File: src/hdl/ippfc_pkg.sv
// shared types and constants for the ip pair flow counter
`timescale 1ns / 1ps

package ippfc_pkg;

    localparam int RIDX_W = 7;
    localparam int S_TDATA_W = 88;
    localparam int M_TDATA_W = 176;

    localparam logic ACT_PACKET = 1'b0;
    localparam logic ACT_READ = 1'b1;

    localparam logic [15:0] ETYPE_IPV4 = 16'h0800;

    // classified word handed from the front end to the table engine
    typedef struct packed {
        logic              action;
        logic              is_ipv4;
        logic [31:0]       src_addr;
        logic [31:0]       dst_addr;
        logic [RIDX_W-1:0] read_index;
    } cmd_t;

    typedef struct packed {
        logic              is_ipv4;
        logic              matched;
        logic              table_full;
        logic [RIDX_W-1:0] entry_index;
        logic [31:0]       pair_count;
        logic              entry_valid;
        logic [31:0]       entry_src;
        logic [31:0]       entry_dst;
        logic [31:0]       ip_total;
        logic [31:0]       packet_total;
    } res_t;

endpackage

File: src/hdl/ippfc_front.sv
// front end: unpacks and classifies input words and queues them for the engine
`timescale 1ns / 1ps

module ippfc_front (
    input  logic                           aclk,
    input  logic                           aresetn,
    input  logic                           s_axis_tvalid,
    output logic                           s_axis_tready,
    input  logic [ippfc_pkg::S_TDATA_W-1:0] s_axis_tdata,
    input  logic [0:0]                     s_axis_tuser,
    output logic                           cmd_valid,
    input  logic                           cmd_ready,
    output ippfc_pkg::cmd_t                cmd
);

    localparam int QUEUE_DEPTH = 2;

    ippfc_pkg::cmd_t q_reg [QUEUE_DEPTH];
    logic            wr_ptr_reg;
    logic            wr_ptr_next;
    logic            rd_ptr_reg;
    logic            rd_ptr_next;
    logic [1:0]      cnt_reg;
    logic [1:0]      cnt_next;
    logic            push;
    logic            pop;
    ippfc_pkg::cmd_t in_cmd;

    // tdata: eth_type, src_addr, dst_addr, read_index from bit 0 up
    always_comb begin
        in_cmd.action     = s_axis_tuser[0];
        in_cmd.is_ipv4    = (s_axis_tdata[15:0] == ippfc_pkg::ETYPE_IPV4);
        in_cmd.src_addr   = s_axis_tdata[47:16];
        in_cmd.dst_addr   = s_axis_tdata[79:48];
        in_cmd.read_index = s_axis_tdata[86:80];
    end

    assign s_axis_tready = (cnt_reg != 2'(QUEUE_DEPTH));
    assign push = s_axis_tvalid && s_axis_tready;
    assign cmd_valid = (cnt_reg != 2'd0);
    assign pop = cmd_valid && cmd_ready;
    assign cmd = q_reg[rd_ptr_reg];

    always_comb begin
        wr_ptr_next = push ? ~wr_ptr_reg : wr_ptr_reg;
        rd_ptr_next = pop ? ~rd_ptr_reg : rd_ptr_reg;
        cnt_next = cnt_reg;
        if (push && !pop) begin
            cnt_next = cnt_reg + 2'd1;
        end else if (pop && !push) begin
            cnt_next = cnt_reg - 2'd1;
        end
    end

    always_ff @(posedge aclk) begin
        if (!aresetn) begin
            wr_ptr_reg <= 1'b0;
            rd_ptr_reg <= 1'b0;
            cnt_reg <= 2'd0;
        end else begin
            wr_ptr_reg <= wr_ptr_next;
            rd_ptr_reg <= rd_ptr_next;
            cnt_reg <= cnt_next;
        end
    end

    always_ff @(posedge aclk) begin
        if (push) begin
            q_reg[wr_ptr_reg] <= in_cmd;
        end
    end

endmodule

File: config.mk
export PLATFORM = sky130hd
export DESIGN_NAME = ippfc_front
export DESIGN_NICKNAME = d
export VERILOG_FILES = /design/src/hdl/ippfc_pkg.sv /design/src/hdl/ippfc_front.sv
export SDC_FILE = /design/constraint.sdc
export NUM_CORES = 1
export LEC_CHECK = 0
export ABC_AREA = 1
export ABC_CLOCK_PERIOD_IN_PS = 7000
export BUFFER_PORTS_ARGS = -buffer_cell sky130_fd_sc_hd__buf_2
export CAP_MARGIN = 5
export CORE_MARGIN = 1.5
export CORE_UTILIZATION = 56
export CTS_CLUSTER_SIZE = 24
export DETAILED_ROUTE_END_ITERATION = 8
export GPL_ROUTABILITY_DRIVEN = 0
export PLACE_DENSITY = 0.85
export SLEW_MARGIN = 20
export SYNTH_ARGS = -nofsm -noshare
export SYNTH_HDL_FRONTEND = slang
export SYNTH_SLANG_ARGS = --single-unit
File: constraint.sdc
create_clock -name aclk -period 7 [get_ports aclk]
set_clock_uncertainty 0.15 [all_clocks]
set_input_delay 1.4 -clock aclk [delete_from_list [all_inputs] [get_ports aclk]]
set_output_delay 1.4 -clock aclk [all_outputs]
set_load 0.005 [all_outputs]
==> flow_summary.ini <==
[finish]
largest_register_ffs = 146
fin_area_mm2 = 0.00739
finish.utilization_pct = 71.9
syn_to_final_growth_pct = 25.1
drive_gt1_share_pct = 58.4
finalNetCount = 550
multi_input_area_mm2 = 0.00126
diodes = 0
layout.area.seq_mm2 = 0.00449
fillers = 677

[sta]
fmax_mhz = 241
timing.hold.ws_ns = 0.358
period_share_pct = 59.2
slew_viol_final = 0
setup_viol = 0
hold_viol_final = 0
finalSetupTns_ns = 0
rsz0062_at_grt = no
worst_pin_slew_ns = 0.988
max_slew_margin_pct = 33.9
period_needed_ns = 4.14

[yosys]
synth-edff-count = 146
synth_top_area_share_pct = 74.2
ys_ff_latch = 151
synth_compound_area_share_pct = 0.381
yosysMostFrequentCell = edfxtp_1
synthSimpleGateAreaFrac_pct = 2.05
syn_avg_cell_area_um2 = 21.4
synth_xor_area_share_pct = 0
yosysSeqAreaShare_pct = 75.9
netlist_area_mm2 = 0.00591
ys_async_sr_fraction_pct = 0
ys_top_cells_by_count = edfxtp_1, mux2_4, nor2_1, inv_1, nand2_1
synthFlopType = edfxtp_1
synth_fa_ha_area_share_pct = 0.212
synth_top_family_by_area = multiplexers
syn_nets = 370
ys_types = 15
synth_mux_area_share_pct = 18.4
netlist_instances = 276
yosysTopAreaCell = edfxtp_1
yosysWarningCount = 0
ys_top_cells_by_area = edfxtp_1, mux2_4, buf_12

[critical_path]
critical_path_class = reg2out
worstPathArrival_ns = 2.59
crit_cells = 3
crit_chain = buf_4 > mux2_2 > buf_2
crit_buf_inv = 2
crit_path_end_kind = primary output
reg2reg_slack_ns = 4.26
crit_required_ns = 5.45
cp-start-kind = register
crit_family = buffers and inverters
cp_max_fo = 42
slowest_delay_ns = 0.73
r2r_cells = 5
slowest_stage = dfxtp_4
critPathCapture = cmd[50]
r2r-end = q_reg[0][66]
rr_startpoint = cnt_reg[0]

[clock_tree]
clk_pin_slew_ns = 0.06
cts-htree-levels = 4
cts.sinks = 151
cts_tree = built
cts_resized = 0
cts_hold_buf = 0
postCtsSetupBuffers = 0
cts_max_path_buffers = 2
cts_buffers = 17
root_buffer = clkbuf_8
clk_latency_ns = 0.51

[power]
finalPower_w = 0.00266
worst_ir_drop_vdd_v = 0.000195
powerDensity_mw_per_mm2 = 360
leakage_nw = 2.99

[global_route]
grt_usage_pct = 18.7
gr-total-overflow = 0
grt_pass1_wl_um = 15300
grt_max_degree = 43
grt_pass1_vias = 3145
antenna_found_initial = 0

[placement]
dpl_cell_area_mm2 = 0.00680
portBuffers = 166
place.detailed.hpwl_um = 6590

[detailed_routing]
drtIter0Drc = 160
wl_per_cell_um = 16.8
drc_errors = 0
dr.pass1.iters = 4
vias = 3036
avgViaCountPerCell = 5.02
wirelength_um = 10200
drt.antenna.violating_nets = 0

[floorplanning]
fp.dieArea_mm2 = 0.0112
start_util_pct = 57.5
fp-row-count = 37
core_mm2 = 0.0103
boundaryPins = 168
die_x_um = 106
die_h_um = 106

[min_path]
hold-path-cell-count = 2
hold_path.class = reg2reg

[status]
status = completed

[job]
cap_violations = 0
==> worst register-to-register path, cell delays in order, from the launching register on <==
cell and delay (ns):
dfxtp_1 0.38, inv_1 0.11, nand2_1 0.10, nand2_1 0.18, nor2_4 0.80, buf_4 0.62
==> per-stage QoR <==
stage	std cells	setup WS, ns
2_1_floorplan	276	1.81
3_3_place_gp	573	3.39
3_5_place_dp	573	3.36
4_1_cts	605	2.82
5_1_grt	605	2.75
6_report	605	2.86
==> power by group <==
part / internal [W] / leakage [nW] / total [W] / switching (W)
clock network: 0.000544 / 0.287 / 0.000891 / 0.000347
logic: 0.000311 / 1.30 / 0.000561 / 0.000251
registers: 0.00115 / 1.40 / 0.00121 / 0.0000637
total: 0.00200 / 2.99 / 0.00266 / 0.000661
==> kinds of logic after synthesis <==
family | count (synthesis)
mux | 73
compound gates | 4
simple gates | 30
buf+inv | 17
flops | 151
fa+ha+maj | 1
==> routing by layer <==
layer | global-route usage, % | wire, µm
met5 | 0 | 0
met4 | 8.98 | 150
met3 | 5.07 | 532
met1 | 20.7 | 3860
met2 | 33.3 | 5620
==> how the worst min path moves through the flow <==
stage	startpoint	to	slack, ns
floorplan	rd_ptr_reg	register	0.32
global placement	rd_ptr_reg	rd_ptr_reg	0.33
detailed placement	rd_ptr_reg	register	0.34
CTS	rd_ptr_reg	rd_ptr_reg	0.37
global route	rd_ptr_reg	rd_ptr_reg	0.40
finish	rd_ptr_reg	rd_ptr_reg	0.36
==> cell type report <==
class,count,share of cell area (%)
Clock inverter,15,2.40
Sequential cell,151,60.7
Multi-Input combinational cell,108,17.0
Tap cell,136,2.30
Clock buffer,17,5.60
Inverter,9,0.457
Timing Repair Buffer,169,11.5
==> placed cells by master (no fill, tap or decap), types with 2 or more instances in the layout <==
cell,count
nor2_1,15
buf_4,3
buf_2,166
bufinv_16,3
dfxtp_1,4
o21ai_0,2
nor2_4,2
inv_1,9
mux2_2,3
clkbuf_16,16
clkinv_1,3
clkinv_4,5
mux2_4,70
nand2_1,9
edfxtp_1,146
nand4_1,3
No activity file was read; power rests on OpenSTA's default activity.
